--- config.mk ---
export PLATFORM = sky130hd
export DESIGN_NAME = fbgm_ctrl
export DESIGN_NICKNAME = d
export VERILOG_FILES = /design/src/rtl/core/fbgm_pkg.sv /design/src/rtl/core/fbgm_ctrl.sv
export SDC_FILE = /design/constraint.sdc
export NUM_CORES = 1
export LEC_CHECK = 0
export BUFFER_PORTS_ARGS = -buffer_cell sky130_fd_sc_hd__buf_4
export CORE_MARGIN = 2
export CORE_UTILIZATION = 55
export DETAILED_ROUTE_END_ITERATION = 8
export PLACE_DENSITY = 0.89
export SYNTH_ARGS = -nofsm -noshare
export SYNTH_HDL_FRONTEND = slang
export SYNTH_SLANG_ARGS = --single-unit
--- constraint.sdc ---
create_clock -name clk -period 2.2 [get_ports clk]
set_input_delay 0.44 -clock clk [delete_from_list [all_inputs] [get_ports clk]]
set_output_delay 0.44 -clock clk [all_outputs]
set_load 0.05 [all_outputs]
--- src/rtl/core/fbgm_pkg.sv ---
// ---------------------------------------------------------------------------
// fbgm_pkg: shared types and constants
// Action codes, layer geometry and the structs that travel between the
// counter block and the pixel pipeline of the background mixer.
// ---------------------------------------------------------------------------
package fbgm_pkg;

  // Layer geometry: four layers of 256 rows by 32 bytes each.
  localparam int LAYERS      = 4;
  localparam int LAYER_BYTES = 8192;
  localparam int LAYER_AW    = $clog2(LAYER_BYTES);
  localparam int LATCHES     = 16;

  // Depth of the result queue in front of the output channel.
  localparam int OUTQ_DEPTH  = 4;
  localparam int OUTQ_PW     = $clog2(OUTQ_DEPTH);
  localparam int OUTQ_CW     = $clog2(OUTQ_DEPTH + 1);

  // Input action codes.
  localparam logic [2:0] ACT_LOAD_GFX   = 3'd0;
  localparam logic [2:0] ACT_LOAD_MIXER = 3'd1;
  localparam logic [2:0] ACT_WRITE_LATCH = 3'd2;
  localparam logic [2:0] ACT_BEGIN_LINE = 3'd3;
  localparam logic [2:0] ACT_PIXEL      = 3'd4;

  // Configuration register byte addresses.
  localparam logic [0:0] REG_FLIP_MODE  = 1'b0;

  // Pixel request issued along with the graphics reads.
  typedef struct packed {
    logic                    valid;
    logic [LAYERS-1:0]       live;     // layer enabled and column in range
    logic [LAYERS-1:0][1:0]  sub;      // pixel position inside the byte
    logic [3:0]              mix_sel;
    logic [3:0]              bank;
  } pix_req_t;

  // Mixer store write request.
  typedef struct packed {
    logic       en;
    logic [7:0] idx;
    logic [1:0] data;
  } mix_wr_t;

endpackage

--- src/rtl/core/fbgm_ctrl.sv ---
// ---------------------------------------------------------------------------
// fbgm_ctrl: latch file, line registers and per-layer counters
// Decodes each accepted item, issues the graphics reads of a pixel and
// steps the scroll and window counters after it.
// ---------------------------------------------------------------------------
module fbgm_ctrl
  import fbgm_pkg::*;
(
  input  logic                              clk,
  input  logic                              rst_n,
  input  logic                              flip_mode,
  input  logic                              xfer,
  input  logic [2:0]                        action,
  input  logic [14:0]                       gfx_address,
  input  logic [7:0]                        mixer_index,
  input  logic [3:0]                        latch_index,
  input  logic [7:0]                        data,
  output logic [LAYERS-1:0]                 gfx_we,
  output logic [LAYER_AW-1:0]               gfx_waddr,
  output logic [7:0]                        gfx_wdata,
  output logic                              gfx_re,
  output logic [LAYERS-1:0][LAYER_AW-1:0]   gfx_raddr,
  output pix_req_t                          req_r,
  output mix_wr_t                           mix_wr
);

  logic [LATCHES-1:0][7:0] latch_r, latch_nxt;
  logic [LAYERS-1:0][7:0]  scroll_r, scroll_nxt;
  logic [LAYERS-1:0][7:0]  row_r, row_nxt;
  logic [LAYERS-1:0][4:0]  wstart_r, wstart_nxt;
  logic [LAYERS-1:0][4:0]  wstop_r, wstop_nxt;
  logic [3:0]              mix_sel_r, mix_sel_nxt;
  logic [3:0]              bank_r, bank_nxt;
  pix_req_t                req_nxt;
  logic                    is_pixel;

  assign is_pixel = xfer && (action == ACT_PIXEL);

  // Memory write decode.
  always_comb begin
    gfx_we = '0;
    if (xfer && (action == ACT_LOAD_GFX)) begin
      gfx_we[gfx_address[14:LAYER_AW]] = 1'b1;
    end
  end
  assign gfx_waddr   = gfx_address[LAYER_AW-1:0];
  assign gfx_wdata   = data;
  assign mix_wr.en   = xfer && (action == ACT_LOAD_MIXER);
  assign mix_wr.idx  = mixer_index;
  assign mix_wr.data = data[1:0];

  // Graphics reads of a pixel: row times 32 plus column over four.
  assign gfx_re = is_pixel;
  always_comb begin
    for (int i = 0; i < LAYERS; i++) begin
      gfx_raddr[i] = {row_r[i], scroll_r[i][6:2]};
    end
  end

  // Pixel request that follows the graphics data into the pipeline.
  always_comb begin
    req_nxt.valid   = is_pixel;
    req_nxt.mix_sel = mix_sel_r;
    req_nxt.bank    = bank_r;
    for (int i = 0; i < LAYERS; i++) begin
      req_nxt.live[i] = (wstart_r[i][4] ^ wstop_r[i][4]) && !scroll_r[i][7];
      req_nxt.sub[i]  = scroll_r[i][1:0];
    end
  end

  // Latch writes, line start copies and counter steps.
  always_comb begin
    logic [7:0] s_up;
    logic       wrap;
    latch_nxt   = latch_r;
    scroll_nxt  = scroll_r;
    row_nxt     = row_r;
    wstart_nxt  = wstart_r;
    wstop_nxt   = wstop_r;
    mix_sel_nxt = mix_sel_r;
    bank_nxt    = bank_r;
    s_up        = '0;
    wrap        = 1'b0;
    if (xfer) begin
      unique case (action)
        ACT_WRITE_LATCH: begin
          latch_nxt[latch_index] = data;
        end
        ACT_BEGIN_LINE: begin
          for (int i = 0; i < LAYERS; i++) begin
            scroll_nxt[i] = latch_r[2*i];
            row_nxt[i]    = latch_r[2*i+1];
            wstart_nxt[i] = {1'b0, latch_r[8+i][3:0]};
            wstop_nxt[i]  = {1'b0, latch_r[8+i][7:4]};
          end
          mix_sel_nxt = latch_r[12][3:0];
          bank_nxt    = latch_r[12][7:4];
        end
        ACT_PIXEL: begin
          for (int i = 0; i < LAYERS; i++) begin
            s_up = scroll_r[i] + 8'd1;
            if (flip_mode) begin
              wrap          = (scroll_r[i][4:0] == 5'd0);
              scroll_nxt[i] = scroll_r[i] - 8'd1;
            end else begin
              wrap          = (s_up[4:0] == 5'd0);
              scroll_nxt[i] = s_up;
            end
            if (wrap) begin
              wstart_nxt[i] = wstart_r[i] + 5'd1;
              wstop_nxt[i]  = wstop_r[i] + 5'd1;
            end
          end
        end
        default: begin
        end
      endcase
    end
  end

  // State registers.
  always_ff @(posedge clk) begin
    if (!rst_n) begin
      latch_r   <= '0;
      scroll_r  <= '0;
      row_r     <= '0;
      wstart_r  <= '0;
      wstop_r   <= '0;
      mix_sel_r <= '0;
      bank_r    <= '0;
      req_r     <= '0;
    end else begin
      latch_r   <= latch_nxt;
      scroll_r  <= scroll_nxt;
      row_r     <= row_nxt;
      wstart_r  <= wstart_nxt;
      wstop_r   <= wstop_nxt;
      mix_sel_r <= mix_sel_nxt;
      bank_r    <= bank_nxt;
      req_r     <= req_nxt;
    end
  end

endmodule

# Yosys cells after proc, flatten, opt, wreduce, memory -nomap -nowiden
# Cells that the tools add are included.
word_totals:
  ff_bits: 261
  output_inout_bits: 110
  wordCells: 137
classes:
  addsub: 16
  order_cmp: 4
  eq_ne: 8
  n_mux: 33
  bitwise: 4
  reduce_logical: 30
op_table:
  columns: ["operator", "count"]
  rows:
  - ["128-bit bitwise mux", 1]
  - ["20-bit one-hot mux with 2 select lines", 2]
  - ["32-bit one-hot mux with 2 select lines", 1]
  - ["5-bit by 1-bit adder with 5-bit output, second input constant", 8]
  - ["5-bit logical NOT", 8]
  - ["5-bit 2-to-1 mux", 8]
  - ["8-bit 2-to-1 mux", 5]
  - ["8-bit by 1-bit adder with 8-bit output, second input constant", 4]
  - ["8-bit demux with 4-bit select", 1]
  - ["8-bit by 1-bit subtractor with 8-bit output, second input constant", 4]
  - ["1-bit 2-to-1 mux", 13]
  - ["3-bit AND reduction", 4]
  - ["1-bit logical AND", 9]
  - ["2-bit by 1-bit != test with 1-bit output, second input constant", 4]
  - ["3-bit by 2-bit == test with 1-bit output, second input constant", 2]
  - ["2-bit AND reduction", 3]
  - ["4-bit by 5-bit less-than comparator with 1-bit output, second input constant", 1]
  - ["4-bit by 1-bit greater-or-equal comparator with 1-bit output, second input constant", 1]
  - ["1-bit logical NOT", 4]
  - ["4-bit 2-to-1 mux", 1]
  - ["1-bit bitwise XOR", 4]
  - ["3-bit by 1-bit == test with 1-bit output, second input constant", 1]
  - ["3-bit == test, second input constant", 1]
  - ["3-bit logical NOT", 1]
  - ["4 further kinds", 4]

# Logic depth before layout (Yosys ltp)
logic_depth:
  ltp_word: 7
  ltp_mapped: 9

# Worst setup path before layout
# Ideal clock, no wire load.
synth_path:
  path_kind: "input-to-output"
  startpoint: "input port xfer"
  endpoint: "output port gfx_we[0]"
  arrival_ns: 2.254
  required_ns: 1.760
  setup_slack_ns: -0.494
  stages: 3
  cell_sequence: "buf_2 > nor4b_1 > nor3b_1"
synth_between:
  elab_chain_len: 2
synth_lines:
  columns: ["element", "line", "source"]
  rows:
  - ["start, declared", "fbgm_ctrl.sv:12", "input logic xfer,"]
  - ["1-bit logical AND", "fbgm_ctrl.sv:42", "if (xfer && (action == ACT_LOAD_GFX)) begin"]
  - ["4-bit 2-to-1 mux", "fbgm_ctrl.sv:42", null]
  - ["end, declared", "fbgm_ctrl.sv:18", "output logic [LAYERS-1:0] gfx_we,"]
# No other way between the ends.

# Worst setup path after layout
layout_path:
  startpoint: "register scroll_r, in the netlist gfx_raddr[1]"
  endpoint: "register wstop_r[4] (netlist name)"
layout_between:
  elab_chain_len: 7
  word_cells_on_any_way: 8
  classes_between: "add/sub (1); eq/ne (1); mux (3); reduce/logical (3)"
layout_lines:
  columns: ["element", "line", "source"]
  rows:
  - ["start, declared", "fbgm_ctrl.sv:28", "logic [LAYERS-1:0][7:0] scroll_r, scroll_nxt;"]
  - ["start signal, assigned", "fbgm_ctrl.sv:134", "scroll_r <= scroll_nxt;"]
  - ["8-bit by 1-bit adder with 8-bit output", "fbgm_ctrl.sv:101", "s_up = scroll_r[i] + 8'd1;"]
  - ["5-bit logical NOT", "fbgm_ctrl.sv:106", "wrap = (s_up[4:0] == 5'd0);"]
  - ["1-bit 2-to-1 mux *", "fbgm_ctrl.sv:102", "if (flip_mode) begin"]
  - ["1-bit 2-to-1 mux *", "fbgm_ctrl.sv:85", "unique case (action)"]
  - ["1-bit 2-to-1 mux *", "fbgm_ctrl.sv:84", "if (xfer) begin"]
  - ["2-bit by 1-bit != test with 1-bit output (no source line) *", null, null]
  - ["3-bit AND reduction (no source line) *", null, null]
  - ["end signal, assigned", "fbgm_ctrl.sv:137", "wstop_r <= wstop_nxt;"]
  - ["end, declared", "fbgm_ctrl.sv:31", "logic [LAYERS-1:0][4:0] wstop_r, wstop_nxt;"]
# Every way passes the cells marked *; elsewhere a longest branch is shown, timed or not. The select of a mux whose other input is x is not followed.
# A chain may end at the register's enable or synchronous reset.

==> results.md <==
* Cell variety after synth at 77
* Num rows at 52
* Finished Layout Cells at 1667
* Setup TNS at 0 ns
* EDFF count, synth at 0
* Routed vias/inst at 5.98
* FF+latch count, synth at 237
* Initial Util at between 50% and 60%
* Min-delay src: rst_n
* Clock slew at reported path FFs at 0.06 ns
* First-pass GRT wire length at 47500 µm
* Post-DP HPWL at 18600 µm
* Aggregate routed wire length at 29400 µm
* Hold WC Path Type: input port to register
* Final Hold Viols at 0
* I/O Buffers at 109
* Unrepaired setup endpoints after global routing: false
* Mapped Cells at 1347
* Vias in the first global route at 9373
* Cts bufs inserted at 24
* Placed insts at 1624
* R2R Setup Slk at between 0.1 and 0.15 ns
* Ratio of cells with drive above 1 in the final layout at 16.8%
* Main combinational cell family by area after synthesis: simple AND/OR/NAND/NOR gates
* Setup ws final at 0.123 ns
* # fillers at 1615
* Syn avg cell area at 8.27 µm²
* Main synth FF type: dfxtp_1
* Critical path class: register to register
* Mux contribution to synthesized area at 6.35%
* Synth warn at 0
* Maxcap violations at 0
* Layout Skew at 0.0128 ns
* Crit path time final at 2.08 ns
* GRT Total Usage at 26.7%
* Die Area at 0.0214 mm²
* Remaining DRCs at 0
* Worst flop-to-flop path startpoint: gfx_raddr[1]$_SDFFE_PN0P_
* Final nets at 1442
* Simple-gate area share of the yosys netlist at 23.3%
* Post-synthesis xor/xnor area fraction at 0.944%
* Design area at 0.0128 mm²
* DP Area at 0.0120 mm²
* Initial antenna violation count at 0
* Synth Cell Area at 0.0111 mm²
* Area Growth Syn to Fin at 15.4%
* Placer Congestion at approximately 0.9
* GR Overflow Total at 0
* R2r endpoint: wstop_r[4]$_SDFFE_PN0P_
* Crit path capture type: register
* Ant diodes at 0
* Starting DRT DRC Count at 1005
* H-tree depth at 1
* Rel. slew slack at between 60% and 70%
* Die W at 146 µm
* Max Root-Sink Buffers at 3
* TritonCTS clock tree: yes
* Critical Path RT at 2.65 ns
* Fraction of registers with async set/reset at 0%
* Core area at around 0.02 mm²
* Worst skew pair latency at 0.52 ns
* Vias after detailed routing at 9976
* DRT Pass-1 Iters at 6
* Setup-failing EPs final at 0
* PD cells at 727 mW/mm²
* Ports at 152
* F_max at 481 MHz
* Root Driver: clkbuf_16
* Hold depth at 2
* Post-synthesis sequential area ratio at a little over two fifths
* Final worst path period share at 94.4%
* Crit Path Max Fanout at 10
* Lkg Pwr at 4.64 nW
* VDD IR max at 0.000559 V
* Hold buffer count at CTS at 0
* Worst r2r path cells at 5
* Clk sinks at about 240
* Synth Area in Adders at 2.25%
* Mean routed wirelength per cell at roughly 18 µm
* Status: completed
* Die Y at 146 µm
* DP Worst Slack at -0.0154 ns
* Hold Path Sink: gfx_raddr[26]$_SDFFE_PN0P_
* Startpoint Class: register
* Max-slew violation count at 0
* Slew at the pin with the worst max-slew slack at roughly 0.51 ns
* Synth Area in Compound Gates at 16.5%
* ANT nets after route at 0
* Syn Nets at 1409
* Pin count of the biggest net entering global routing at between 70 and 80
* Arr. time, crit path at about 2.5 ns
==> placed cells by master, fill, tap and decap left out, types with 4 or more instances in the layout <==
| cell | netlist | routed |
|---|---|---|
| nor2_1 | 109 | 107 |
| nand4b_1 | 6 | 6 |
| o32ai_1 | 4 | 4 |
| buf_4 | 55 | 158 |
| a21o_1 | 9 | 9 |
| a21oi_1 | 140 | 140 |
| a21boi_0 | 8 | 8 |
| bufinv_16 | 0 | 4 |
| nand4_1 | 7 | 7 |
| inv_1 | 12 | 12 |
| o21ai_0 | 27 | 27 |
| or3_1 | 10 | 10 |
| o211ai_1 | 9 | 9 |
| buf_12 | 0 | 6 |
| clkbuf_16 | 0 | 24 |
| clkinv_2 | 0 | 6 |
| or4_1 | 7 | 7 |
| mux2i_1 | 65 | 65 |
| nand3b_1 | 9 | 9 |
| dfxtp_1 | 237 | 237 |
| nand2b_1 | 4 | 4 |
| o21a_1 | 4 | 4 |
| nor3_1 | 22 | 22 |
| mux2_2 | 5 | 5 |
| nor2b_1 | 9 | 9 |
| clkbuf_8 | 0 | 6 |
| and2_1 | 13 | 13 |
| a2bb2oi_1 | 4 | 4 |
| a22oi_1 | 15 | 15 |
| nand2_1 | 225 | 225 |
| a22o_1 | 5 | 5 |
| o31ai_1 | 13 | 13 |
| ha_1 | 20 | 20 |
| xnor2_1 | 12 | 12 |
| a31oi_1 | 15 | 15 |
| nand3_1 | 88 | 88 |
| o22ai_1 | 10 | 10 |
==> worst max-delay path by stage <==
stage	start	to	slack, ns
detailed placement	action[1]	wstop_r[8]$_SDFFE_PN0P_	-0.02
global placement	action[1]	wstop_r[8]$_SDFFE_PN0P_	0.12
finish	gfx_raddr[1]$_SDFFE_PN0P_	wstop_r[4]$_SDFFE_PN0P_	0.12
floorplan	xfer	gfx_we[0]	-0.01
CTS	req_nxt[11]$_SDFFE_PN0P_	wstop_r[8]$_SDFFE_PN0P_	0.11
global route	gfx_raddr[1]$_SDFFE_PN0P_	wstop_r[4]$_SDFFE_PN0P_	0.02
==> metrics by stage <==
stage / total power, mW / hold slack (ns) / utilization (%)
global route: 9.56 / 0.261 / 64.1
finish: 9.34 / 0.265 / 64.1
CTS: 9.36 / 0.248 / 64.0
floorplan: 4.93 / 0.415 / -
detailed placement: 5.04 / 0.444 / 59.8
global placement: 5.03 / 0.435 / 59.8
==> registers in the layout, summed over array words and instances, names as in the netlist <==
register and count:
latch_r 104, gfx_raddr 52, req_r 21, wstart_r 20, wstop_r 20, req_nxt 8
bank_r 4, mix_sel_r 4, scroll_r 4
==> power breakdown <==
part	internal (mW)	switching, mW
Combinational	0.196	0.439
Clock	2.67	1.71
Sequential	4.31	0.0196
==> synth_stat cells (all sizes together), types with 10 or more instances <==
library cell,count,share of area [%]
nand3,88,4.0
dfxtp,237,43
nand2,225,7.6
a21oi,140,6.3
a22oi,15,1.0
xnor2,12,0.94
mux2i,65,5.8
or3,11,0.66
o31ai,13,0.88
and2,14,0.79
inv,14,0.47
nor2,111,3.8
nor3,23,1.1
o21ai,28,1.3
a31oi,15,0.84
ha,20,2.2
buf,86,5.1
o22ai,10,0.56
clkbuf,71,2.4
==> final cells by class <==
| type | instances | area [µm²] | share of cell area [%] |
|---|---|---|---|
| Clock buffer | 32 | 691 | 5.38 |
| Inverter | 14 | 57.6 | 0.448 |
| Clock inverter | 11 | 166 | 1.30 |
| Tap cell | 270 | 338 | 2.63 |
| Sequential cell | 237 | 4740 | 36.9 |
| Timing Repair Buffer | 164 | 1310 | 10.2 |
| Multi-Input combinational cell | 939 | 5550 | 43.2 |
==> what timing repair did <==
item / CTS / global route
endpoints found under the setup margin: 0 / 1
gates resized for setup: 0 / 2
buffers inserted: 0 / 0
==> layer usage <==
layer	up-vias	share of wire, %	global-route usage [%]
li1	4730	-	-
met1	4708	42	35.4
met2	460	47	44.2
met3	78	8.5	4.88
met4	0	3.0	8.93
met5	-	0	0
==> cell families after synthesis <==
group                    Yosys count
AND/OR/NAND/NOR                  541
AO/OA/AOI/OAI                    296
flip-flops                       237
buffers and inverters            171
multiplexers                      70
adder cells (fa/ha/maj)           20
XOR/XNOR                          12
==> worst max-delay path, cell delays in order, from the launching register on <==
cell,delay [ns]
dfxtp_1,0.54
nand2_1,0.15
mux2_2,0.34
o211a_1,0.33
or4_1,0.50
a21oi_1,0.15
Note: power is estimated with default switching activity, not from simulation.
